===== config.mk =====
export PLATFORM = sky130hd
export DESIGN_NAME = fraction_arithmetic_reduce_top
export DESIGN_NICKNAME = d
export VERILOG_FILES = /design/src/far_pkg.sv /design/src/fraction_arithmetic_reduce_top.sv /design/src/far_front.sv /design/src/far_queue.sv /design/src/far_back.sv
export VERILOG_INCLUDE_DIRS = /design/src /design/src/src
export SDC_FILE = /design/constraint.sdc
export NUM_CORES = 2
export LEC_CHECK = 0
export BUFFER_PORTS_ARGS = -buffer_cell sky130_fd_sc_hd__buf_2
export CORE_MARGIN = 3
export CORE_UTILIZATION = 51
export CTS_BUF_LIST = sky130_fd_sc_hd__clkbuf_8
export CTS_CLUSTER_SIZE = 24
export DETAILED_ROUTE_END_ITERATION = 16
export GPL_ROUTABILITY_DRIVEN = 0
export GPL_TIMING_DRIVEN = 1
export PLACE_DENSITY = 0.67
export SLEW_MARGIN = 20
export SYNTH_ARGS = -nofsm -noshare
export SYNTH_HDL_FRONTEND = slang
export SYNTH_SLANG_ARGS = --single-unit

===== constraint.sdc =====
create_clock -name clock -period 21.3 [get_ports clock]
set_input_delay 2.13 -clock clock [delete_from_list [all_inputs] [get_ports clock]]
set_output_delay 2.13 -clock clock [all_outputs]
set_load 0.02 [all_outputs]

===== src/fraction_arithmetic_reduce_top_assert.svh =====
// ----------------------------------------------------------------------------
// fraction_arithmetic_reduce_top_assert
// Assertion macros for the fraction reduce block.
// ----------------------------------------------------------------------------
`ifndef FRACTION_ARITHMETIC_REDUCE_TOP_ASSERT_SVH
`define FRACTION_ARITHMETIC_REDUCE_TOP_ASSERT_SVH
`ifndef SYNTHESIS
`define FAR_ASSERT_IMPL(label, clk, rst, prop, msg) \
   label: assert property (@(posedge clk) disable iff (rst) prop) else $error(msg);
`define FAR_ASSERT_NEXT(label, clk, rst, pre, post, msg) \
   label: assert property (@(posedge clk) disable iff (rst) (pre) |=> (post)) else $error(msg);
`else
`define FAR_ASSERT_IMPL(label, clk, rst, prop, msg)
`define FAR_ASSERT_NEXT(label, clk, rst, pre, post, msg)
`endif
`endif


===== src/far_pkg.sv =====
// ----------------------------------------------------------------------------
// far_pkg
// Shared widths, operation codes and the queue word type.
// ----------------------------------------------------------------------------
package far_pkg;
   localparam int OperandWidth = 16;
   localparam int ResultWidth  = 2 * OperandWidth + 1;
   localparam int QueueDepth   = 2;
   localparam int QueuePtrWidth = 1;

   typedef enum logic [1:0] {
      CMD_ADD = 2'd0,
      CMD_SUB = 2'd1,
      CMD_MUL = 2'd2,
      CMD_DIV = 2'd3
   } cmd_type;

   typedef struct packed {
      logic signed [ResultWidth-1:0] num;
      logic signed [ResultWidth-1:0] den;
   } frac_type;
endpackage


===== src/fraction_arithmetic_reduce_top.sv =====
// ----------------------------------------------------------------------------
// fraction_arithmetic_reduce_top
// Fraction add/sub/mul/div with GCD reduction of the result.
// ----------------------------------------------------------------------------
// The front stage takes an item, registers the products and then the combined
// fraction; a two-entry queue feeds the back stage, which runs a binary GCD (up
// to about 2*33 steps) and two 33-step restoring divisions on the shared
// divider, and takes no new item until its result is taken.
// Results with a zero part skip reduction.
module fraction_arithmetic_reduce_top (
   input  logic clock,
   input  logic reset,
   input  logic req_valid,
   output logic req_stall,
   input  logic [1:0] req_cmd,
   input  logic signed [far_pkg::OperandWidth-1:0] req_numerator_a,
   input  logic signed [far_pkg::OperandWidth-1:0] req_denominator_a,
   input  logic signed [far_pkg::OperandWidth-1:0] req_numerator_b,
   input  logic signed [far_pkg::OperandWidth-1:0] req_denominator_b,
   output logic rsp_valid,
   input  logic rsp_stall,
   output logic signed [far_pkg::ResultWidth-1:0] rsp_result_numerator,
   output logic signed [far_pkg::ResultWidth-1:0] rsp_result_denominator
);
   logic f_valid, f_stall, b_valid, b_stall;
   far_pkg::frac_type f_word, b_word;

   far_front u_front (
      .clock, .reset, .req_valid, .req_stall, .req_cmd, .req_numerator_a,
      .req_denominator_a, .req_numerator_b, .req_denominator_b,
      .q_valid(f_valid), .q_stall(f_stall), .q_word(f_word)
   );

   far_queue u_queue (
      .clock, .reset, .wr_valid(f_valid), .wr_stall(f_stall), .wr_word(f_word),
      .rd_valid(b_valid), .rd_stall(b_stall), .rd_word(b_word)
   );

   far_back u_back (
      .clock, .reset, .q_valid(b_valid), .q_stall(b_stall), .q_word(b_word),
      .rsp_valid, .rsp_stall, .rsp_result_numerator, .rsp_result_denominator
   );
endmodule


===== src/far_front.sv =====
// ----------------------------------------------------------------------------
// far_front
// Accepts an item, forms the unreduced fraction in a multiply stage and a combine stage.
// ----------------------------------------------------------------------------
module far_front (
   input  logic clock,
   input  logic reset,
   input  logic req_valid,
   output logic req_stall,
   input  logic [1:0] req_cmd,
   input  logic signed [far_pkg::OperandWidth-1:0] req_numerator_a,
   input  logic signed [far_pkg::OperandWidth-1:0] req_denominator_a,
   input  logic signed [far_pkg::OperandWidth-1:0] req_numerator_b,
   input  logic signed [far_pkg::OperandWidth-1:0] req_denominator_b,
   output logic q_valid,
   input  logic q_stall,
   output far_pkg::frac_type q_word
);
   localparam int W = far_pkg::OperandWidth;
   localparam int R = far_pkg::ResultWidth;
   localparam int P = 2 * W;

   logic s1_ff, s1_in, s2_ff, s2_in;
   logic [1:0] cmd_ff;
   logic same_ff;
   logic signed [W-1:0] na_ff, da_ff, nb_ff;
   logic signed [P-1:0] p0_ff, p1_ff, p2_ff;
   logic signed [R-1:0] na_x, nb_x, da_x;
   far_pkg::frac_type word_ff, word_in;

   assign s2_in = (s1_ff && !(s2_ff && q_stall)) || (s2_ff && q_stall);
   assign req_stall = s1_ff && s2_ff && q_stall;
   assign s1_in = (req_valid && !req_stall) || (s1_ff && req_stall);
   assign q_valid = s2_ff;
   assign q_word = word_ff;

   assign na_x = R'(na_ff);
   assign nb_x = R'(nb_ff);
   assign da_x = R'(da_ff);

   always_comb begin
      word_in.num = '0;
      word_in.den = '0;
      case (far_pkg::cmd_type'(cmd_ff))
         far_pkg::CMD_ADD: begin
            if (same_ff) begin
               word_in.num = na_x + nb_x;
               word_in.den = da_x;
            end else begin
               word_in.num = R'(p0_ff) + R'(p1_ff);
               word_in.den = R'(p2_ff);
            end
         end
         far_pkg::CMD_SUB: begin
            if (same_ff) begin
               word_in.num = na_x - nb_x;
               word_in.den = da_x;
            end else begin
               word_in.num = R'(p0_ff) - R'(p1_ff);
               word_in.den = R'(p2_ff);
            end
         end
         default: begin
            word_in.num = R'(p0_ff);
            word_in.den = R'(p2_ff);
         end
      endcase
   end

   always_ff @(posedge clock) begin
      if (reset) begin
         s1_ff <= 1'b0;
         s2_ff <= 1'b0;
      end else begin
         s1_ff <= s1_in;
         s2_ff <= s2_in;
      end
      if (req_valid && !req_stall) begin
         cmd_ff <= req_cmd;
         same_ff <= (req_denominator_a == req_denominator_b);
         na_ff <= req_numerator_a;
         da_ff <= req_denominator_a;
         nb_ff <= req_numerator_b;
         case (far_pkg::cmd_type'(req_cmd))
            far_pkg::CMD_MUL: begin
               p0_ff <= P'(req_numerator_a) * P'(req_numerator_b);
               p1_ff <= '0;
               p2_ff <= P'(req_denominator_a) * P'(req_denominator_b);
            end
            far_pkg::CMD_DIV: begin
               p0_ff <= P'(req_numerator_a) * P'(req_denominator_b);
               p1_ff <= '0;
               p2_ff <= P'(req_numerator_b) * P'(req_denominator_a);
            end
            default: begin
               p0_ff <= P'(req_numerator_a) * P'(req_denominator_b);
               p1_ff <= P'(req_numerator_b) * P'(req_denominator_a);
               p2_ff <= P'(req_denominator_a) * P'(req_denominator_b);
            end
         endcase
      end
      if (s1_ff && !req_stall) word_ff <= word_in;
   end
endmodule


===== src/far_queue.sv =====
// ----------------------------------------------------------------------------
// far_queue
// Two-entry queue between the front stage and reduction.
// ----------------------------------------------------------------------------
`include "fraction_arithmetic_reduce_top_assert.svh"
module far_queue (
   input  logic clock,
   input  logic reset,
   input  logic wr_valid,
   output logic wr_stall,
   input  far_pkg::frac_type wr_word,
   output logic rd_valid,
   input  logic rd_stall,
   output far_pkg::frac_type rd_word
);
   localparam int Pw = far_pkg::QueuePtrWidth;
   far_pkg::frac_type mem_ff [far_pkg::QueueDepth];
   logic [Pw-1:0] wp_ff, rp_ff;
   logic [Pw:0] cnt_ff;
   logic push, pop;

   assign wr_stall = (cnt_ff == (Pw+1)'(far_pkg::QueueDepth));
   assign rd_valid = (cnt_ff != '0);
   assign push = wr_valid && !wr_stall;
   assign pop = rd_valid && !rd_stall;
   assign rd_word = mem_ff[rp_ff];

   always_ff @(posedge clock) begin
      if (reset) begin
         wp_ff <= '0;
         rp_ff <= '0;
         cnt_ff <= '0;
      end else begin
         if (push) wp_ff <= wp_ff + 1'b1;
         if (pop) rp_ff <= rp_ff + 1'b1;
         cnt_ff <= cnt_ff + (Pw+1)'(push) - (Pw+1)'(pop);
      end
      if (push) mem_ff[wp_ff] <= wr_word;
   end

   `FAR_ASSERT_IMPL(a_cnt_range, clock, reset, cnt_ff <= (Pw+1)'(far_pkg::QueueDepth), "queue overflow")
   `FAR_ASSERT_NEXT(a_full_hold, clock, reset, wr_stall && !pop, wr_stall, "full dropped without pop")
   `FAR_ASSERT_NEXT(a_push_valid, clock, reset, push && !pop, rd_valid, "pushed word lost")
endmodule


===== src/far_back.sv =====
// ----------------------------------------------------------------------------
// far_back
// Binary GCD of the magnitudes, then two restoring divisions by it; results with a zero part pass unreduced.
// ----------------------------------------------------------------------------
`include "fraction_arithmetic_reduce_top_assert.svh"
module far_back (
   input  logic clock,
   input  logic reset,
   input  logic q_valid,
   output logic q_stall,
   input  far_pkg::frac_type q_word,
   output logic rsp_valid,
   input  logic rsp_stall,
   output logic signed [far_pkg::ResultWidth-1:0] rsp_result_numerator,
   output logic signed [far_pkg::ResultWidth-1:0] rsp_result_denominator
);
   localparam int R = far_pkg::ResultWidth;
   localparam int Cw = $clog2(R + 1) + 1;

   typedef enum logic [4:0] {
      ST_IDLE = 5'b00001,
      ST_GCD  = 5'b00010,
      ST_DIVN = 5'b00100,
      ST_DIVD = 5'b01000,
      ST_OUT  = 5'b10000
   } state_type;

   state_type st_ff, st_in;
   logic sn_ff, sd_ff;
   logic [R-1:0] mn_ff, md_ff, x_ff, y_ff, g_ff, qn_ff, qd_ff, quo_ff, rem_ff, dv_ff;
   logic [Cw-1:0] sh_ff, cnt_ff;
   logic signed [R-1:0] on_ff, od_ff;
   logic [R:0] trial;
   logic [R-1:0] an, ad;

   assign q_stall = (st_ff != ST_IDLE);
   assign rsp_valid = (st_ff == ST_OUT);
   assign rsp_result_numerator = on_ff;
   assign rsp_result_denominator = od_ff;
   assign an = q_word.num[R-1] ? R'(-q_word.num) : R'(q_word.num);
   assign ad = q_word.den[R-1] ? R'(-q_word.den) : R'(q_word.den);
   assign trial = {rem_ff, quo_ff[R-1]} - {1'b0, dv_ff};

   always_comb begin
      st_in = st_ff;
      case (st_ff)
         ST_IDLE: if (q_valid) st_in = (an != '0 && ad != '0) ? ST_GCD : ST_OUT;
         ST_GCD: if (x_ff == y_ff) st_in = ST_DIVN;
         ST_DIVN: if (cnt_ff == Cw'(R - 1)) st_in = ST_DIVD;
         ST_DIVD: if (cnt_ff == Cw'(R - 1)) st_in = ST_OUT;
         ST_OUT: if (!rsp_stall) st_in = ST_IDLE;
         default: st_in = ST_IDLE;
      endcase
   end

   always_ff @(posedge clock) begin
      if (reset) st_ff <= ST_IDLE;
      else st_ff <= st_in;
      case (st_ff)
         ST_IDLE: begin
            sn_ff <= q_word.num[R-1];
            sd_ff <= q_word.den[R-1];
            mn_ff <= an;
            md_ff <= ad;
            x_ff <= an;
            y_ff <= ad;
            sh_ff <= '0;
            on_ff <= q_word.num;
            od_ff <= q_word.den;
         end
         ST_GCD: begin
            if (x_ff == y_ff) begin
               g_ff <= x_ff << sh_ff;
               dv_ff <= x_ff << sh_ff;
               quo_ff <= mn_ff;
               rem_ff <= '0;
               cnt_ff <= '0;
            end else if (!x_ff[0] && !y_ff[0]) begin
               x_ff <= x_ff >> 1;
               y_ff <= y_ff >> 1;
               sh_ff <= sh_ff + 1'b1;
            end else if (!x_ff[0]) x_ff <= x_ff >> 1;
            else if (!y_ff[0]) y_ff <= y_ff >> 1;
            else if (x_ff > y_ff) x_ff <= (x_ff - y_ff) >> 1;
            else y_ff <= (y_ff - x_ff) >> 1;
         end
         ST_DIVN, ST_DIVD: begin
            if (!trial[R]) begin
               rem_ff <= trial[R-1:0];
               quo_ff <= {quo_ff[R-2:0], 1'b1};
            end else begin
               rem_ff <= {rem_ff[R-2:0], quo_ff[R-1]};
               quo_ff <= {quo_ff[R-2:0], 1'b0};
            end
            cnt_ff <= cnt_ff + 1'b1;
            if (cnt_ff == Cw'(R - 1)) begin
               cnt_ff <= '0;
               rem_ff <= '0;
               if (st_ff == ST_DIVN) begin
                  qn_ff <= {quo_ff[R-2:0], ~trial[R]};
                  quo_ff <= md_ff;
               end else begin
                  qd_ff <= {quo_ff[R-2:0], ~trial[R]};
               end
            end
         end
         default: ;
      endcase
      if (st_ff == ST_DIVD && cnt_ff == Cw'(R - 1)) begin
         on_ff <= sn_ff ? -$signed(qn_ff) : $signed(qn_ff);
         od_ff <= sd_ff ? -$signed({quo_ff[R-2:0], ~trial[R]})
                        : $signed({quo_ff[R-2:0], ~trial[R]});
      end
   end

   `FAR_ASSERT_NEXT(a_out_hold, clock, reset, rsp_valid && rsp_stall, rsp_valid && $stable(rsp_result_numerator), "result changed while stalled")
   `FAR_ASSERT_IMPL(a_onehot, clock, reset, $onehot(st_ff), "state not one-hot")
   `FAR_ASSERT_IMPL(a_gcd_nz, clock, reset, !(st_ff == ST_DIVN) || g_ff != '0, "zero divisor")
endmodule


======== Yosys cells after proc, flatten, opt, wreduce, memory -nomap -nowiden ========
Memory sizes are Yosys's and may differ from the RTL's. A register that Yosys moved wholly into a read port is not among the register bits.
Index checks and enable logic that the tools add are counted.
W data, S select, Z words.
word-level totals
  bits in registers ....................... 570
  memory bits (writable) .................. 132
  input bits .............................. 70
  memories ................................ 1
memories
  memory          depth  bits a word  rd ports  clocked after Yosys merged registers in  write ports  line             source
  u_queue.mem_ff  2      66           1         1                                        1            far_queue.sv:17  far_pkg::frac_type mem_ff [far_pkg::QueueDepth];
cells by class
  add/sub/neg operators ................... 17
  $mul .................................... 4
  $lt $le $gt $ge ......................... 1
  equality and inequality tests ........... 24
  shift operators ......................... 1
  multiplexer cells ....................... 51
  bitwise gates (word level) .............. 1
  reduce and logical (&&, ||, !) cells .... 38
operator list
  kind                   number
  $mux W33               24
  $pmux W33 S2           4
  $mux W66               2
  $neg A33 Y33           4
  $pmux W66 S2           1
  $mul A16 B16 Y32       4
  $reduce_bool A33 Y1    2
  $sub A33 B33 Y33       2
  $mux W32               2
  $sub A34 B33 Y34       1
  $add A32 B32 Y33       1
  $eq A33 B33 Y1         1
  $gt A33 B33 Y1         1
  $shl A33 B7 Y33        1
  $sub A32 B32 Y33       1
  $mux W5                6
  $mux W7                4
  $pmux W7 S2            2
  $pmux W5 S5            1
  $add A16 B16 Y17       1
  $sub A16 B16 Y17       1
  $eq A16 B16 Y1         1
  $add A7 B1 Y7 const B  2
  $logic_and A1 B1 Y1    12
  other kinds (27)       56

======== Depth between registers and ports, before layout ========
  word-level depth ........................ 7
  depth in mapped cells ................... 25
  depth with buffers taken out ............ 24

======== Hierarchy ========
Synthesis repeated with hierarchy kept, for this count alone.
second synthesis, totals
  cell total of the unflattened synthesis .. 8427
  area total of the unflattened synthesis .. 81376.8 µm²
modules (own cells, without submodules)
  module     times used  cells each  area each (µm²)  seq. area each (µm²)
  far_front  1           5648        52544.1          6406.1
  far_back   1           2545        23820.3          10490.1
  far_queue  1           234         5012.3           4063.9

======== Worst setup path before layout ========
OpenSTA, ideal clock, no wires.
  path kind ............................... input-to-reg
  start ................................... in req_valid
  end ..................................... reg u_front.cmd_ff[0], enable pin
  data arrival time ....................... 8490 ps
  setup slack ............................. 12141 ps
  stages on the path ...................... 1
  cells stage by stage .................... nor2b_1
between the ends
  cells in the longest elaborated chain, start to end .. 1
RTL lines
  element                 line                                  source
  start: declaration      fraction_arithmetic_reduce_top.sv:13  input logic req_valid,
  $logic_and A1 B1 Y1     far_front.sv:78                       if (req_valid && !req_stall) begin
  end signal: assignment  far_front.sv:79                       cmd_ff <= req_cmd;
  end: declaration        far_front.sv:24                       logic [1:0] cmd_ff;
Every way passes these cells.
A chain may end at the register's enable or synchronous reset.

======== Final worst setup path ========
  start ................................... in req_numerator_a[7] (netlist bit)
  end ..................................... reg u_front.p0_ff[31] (data pin)
between the ends
  cells in the longest elaborated chain, start to end .. 2
  elaborated cells on any way between the ends .. 3
  those cells by class .................... 2 x mul; 1 x mux
RTL lines
  element                              line                                               source
  start: declaration                   fraction_arithmetic_reduce_top.sv:16               input logic signed [far_pkg::OperandWidth-1:0] req_numerator_a,
  $mul A16 B16 Y32 (on tied branches)  far_front.sv:91, far_front.sv:96, far_front.sv:86
  $mux W32 (*)                         n/a
  end signal: assignment               far_front.sv:86                                    p0_ff <= P'(req_numerator_a) * P'(req_numerator_b);
  end signal: assignment               far_front.sv:91                                    p0_ff <= P'(req_numerator_a) * P'(req_denominator_b);
  end signal: assignment               far_front.sv:96                                    p0_ff <= P'(req_numerator_a) * P'(req_denominator_b);
  end: declaration                     far_front.sv:27                                    logic signed [P-1:0] p0_ff, p1_ff, p2_ff;
Every way passes the cells marked *; elsewhere a longest branch is shown, timed or not.

==> summary.txt <==
Final layout
  – Nets: 10000
  – Layout cells sized above 1: slightly below 6%
  – Most common cell after layout, fill and taps aside: inv_1
  – Commonest cells after routing, fill and taps aside: 1405 x inv_1, 1055 x fa_1, 948 x nand2_1, 688 x edfxtp_1, 549 x ha_1
  – Syn-to-layout area delta: 5.91%

Drt
  – Vias per cell: 5.78
  – DRC Markers: 0
  – Routed WL: 226 mm
  – Wirelength per Cell: 21.5 um
  – Via Count: between 60000 and 70000
  – DRT Pass-1 Iters: 8
  – ANT nets after route: 0
  – Detailed Route Iter0 Violations: between 5000 and 6000

Synth
  – FFs w/ async S/R, synth: 0%
  – Avg Inst Size Synth: 9.64 um^2
  – Seq/Total Area, Yosys: 25.7%
  – Syn Inst Count: 8443
  – Top FF cell, synth: edfxtp_1
  – FF+latch count, synth: 700
  – Yosys Warn Count: 0
  – Synthesized cell area: 81400 um^2
  – EDFF count, synth: 688
  – Library cells used by synthesis: 100

Setup path
  – Reg2Reg Setup Slack: 16030 ps
  – Most frequent CP cell: fa_1
  – Kind of critical path: primary input to flop
  – Crit path max fanout: 33
  – Delay-heaviest family, CP: adder cells
  – Worst R2R Path Depth: 11
  – Master of the slowest instance on the critical path: buf_2
  – Worst endpoint required time: between 20000 and 25000 ps
  – Startpoint types: primary input
  – Worst path buffer plus inverter count: 6
  – CP Cell Sequence: buf_2 > nand2_1 > fa_1 > inv_1 > fa_1 > inv_1 > fa_1 > inv_1 > fa_1 > fa_1 > inv_1 > fa_1 > inv_1 > ha_1 > a21o_1 > a21o_1 > a21o_1 > a311o_1 > a41oi_1 > o31ai_1 > o41ai_1 > o21ai_1 > xnor2_1 > a21oi_1
  – Critical path arrival: a little over 9000 ps
  – Crit. End Element: flop
  – R2r endpoint: u_back.st_ff[1]
  – Critical Path Max Stage Delay: 680 ps

STA
  – Final setup viols: 0
  – Rel. slew slack: 31.2%
  – Hold Violations, Final: 0
  – Final Skew: about 100 ps
  – RSZ-0062 raised after global routing: false
  – Slew Limit Fails: 0
  – Final Cycle Share: 40.3%
  – Worst Tran Pin Value: approximately 1000 ps
  – Setup_tns: 0 ps
  – Final min period: 8590 ps
  – Maximum clock frequency: 0.116 GHz

Global route
  – GRT Util Overall: between 20% and 30%
  – Vias in the first global route: 63000
  – Grt ovf: 0
  – Initial antenna violation count: 11
  – First-pass GRT wire length: 357 mm
  – Largest net degree at the start of global routing: 148

Clocking
  – Cts hold-fix bufs: 0
  – Clk root buf: clkbuf_8
  – Post-CTS sizing: 0
  – Clk Latency, worst-skew pair: 850 ps
  – TritonCTS Buffers: around 120
  – H-Tree Depth: 3
  – Clk buf depth: 3
  – CTS tree: built
  – # clock sinks: 700
  – Setup bufs post-CTS: 0
  – Clock-pin transition on the worst setup and hold timing paths: 70 ps

Hold path
  – Hold Crit Depth: 0
  – Hold path start: u_front.q_word[5]
  – HP Class: flop to flop
  – Worst Hold End: u_queue.mem_ff[1][5]

Run
  – MaxCap Viol Count: 0

Outcome
  – Status: finished clean

Floorplan
  – Die Width: slightly above 400 um
  – Core Area: 157000 um^2
  – Initial Util: 51.7%
  – Site row count: 145
  – Die Ht: 406 um
  – Die Area: 164000 um^2
  – Total I/O pin count: between 100 and 150

Placed design
  – PortBufs: 137
  – Detail Placement HPWL: ~170 mm
-- stage by stage --
stage | cells | util [%] | hold slack, ps | cell area [um^2] | worst slack [ps]
floorplan | 8444 | - | 421 | 81400 | 12140
global placement | 10300 | 53.1 | 423 | 83600 | 12050
detailed placement | 10300 | 53.1 | 430 | 83600 | 12000
CTS | 10500 | 54.7 | 443 | 86100 | 12880
global route | 10500 | 54.7 | 444 | 86200 | 12310
finish | 10500 | 54.7 | 429 | 86200 | 12710
-- cell type report --
class,instances,area (um^2)
inverters,1387,5210
fillers,14000,71300
clock buffers,115,1580
well taps,2058,2570
diodes,6,15.0
repair buffers,203,1210
flip-flops and latches,700,20900
multi-input cells,5941,53800
clock inverters,99,931
-- logic make-up (layout without fill, tap and decap cells) --
kind of cell / count (synthesis) / after routing / share of synthesized area [%]
xor gates and xnor gates: 400 / 400 / 4.30
DFF: 700 / 700 / 25.7
muxes: 161 / 161 / 2.40
AOI/OAI and AO/OA: 1324 / 1324 / 10.5
other: 1 / 8 / 0.00461
and+or+nand+nor: 2450 / 2450 / 14.3
buffers and inverters: 1803 / 1804 / 8.39
adders and majority gates: 1604 / 1604 / 34.4
-- layer usage --
layer / vias up / GRT usage, % / share of wire [%]
met5: - / 0 / 0.0084
met4: 4 / 14.2 / 5.8
met3: 601 / 4.82 / 7.7
met2: 2418 / 45.9 / 47
met1: 30400 / 35.7 / 40
li1: 27300 / - / -
-- sequential cells by signal, indices dropped and copies added (netlist names), 32 cells and up, named ones only --
| name | flops |
|---|---|
| u_front.p0_ff | 32 |
| u_front.p2_ff | 32 |
| u_back.y_ff | 33 |
| u_back.rsp_result_numerator | 33 |
| u_back.x_ff | 33 |
| u_back.rem_ff | 33 |
| u_back.rsp_result_denominator | 33 |
| u_front.q_word | 65 |
| u_back.quo_ff | 33 |
| u_back.qn_ff | 33 |
| u_queue.mem_ff | 130 |
| u_back.dv_ff | 33 |
| u_front.p1_ff | 32 |
| u_back.mn_ff | 33 |
| u_back.md_ff | 33 |
-- worst max-delay path by stage --
stage	start	to	slack (ps)	cells after the start
final	req_numerator_a[7]	u_front.p0_ff[31]	12710	24
after CTS	req_numerator_a[7]	u_front.p0_ff[31]	12880	24
after detailed placement	req_numerator_a[7]	u_front.p0_ff[31]	12000	24
after global routing	req_numerator_a[7]	u_front.p0_ff[31]	12310	24
after floorplan	req_valid	u_front.cmd_ff[0]	12140	1
after global placement	req_numerator_a[7]	u_front.p0_ff[31]	12050	24
-- worst reg2reg max path, stage by stage (launching register included) --
cell,delay [ps]
dfxtp_4,860
buf_4,820
or4b_1,570
a222oi_1,570
and3_1,360
a31oi_1,130
xnor2_1,310
or4_1,590
nor3_1,190
nand4_1,220
o22ai_2,440
o22ai_1,160
-- synth_stat cells (103+ instances only) --
library cell / count / area, um^2
mux2i_1: 103 / 1030
o21ai_0: 274 / 1370
clkbuf_1: 377 / 1420
nand2_1: 951 / 3570
xnor2_1: 283 / 2480
inv_1: 1382 / 5190
nor2_1: 490 / 1840
and2_1: 505 / 3160
ha_1: 549 / 6870
edfxtp_1: 688 / 20700
fa_1: 1055 / 21100
a21o_1: 116 / 871
a21oi_1: 385 / 1930
xor2_1: 117 / 1020
Power is left out: the tool's default activity adds up to more than one toggle a clock period on the data nets, which glitch-free logic cannot reach.
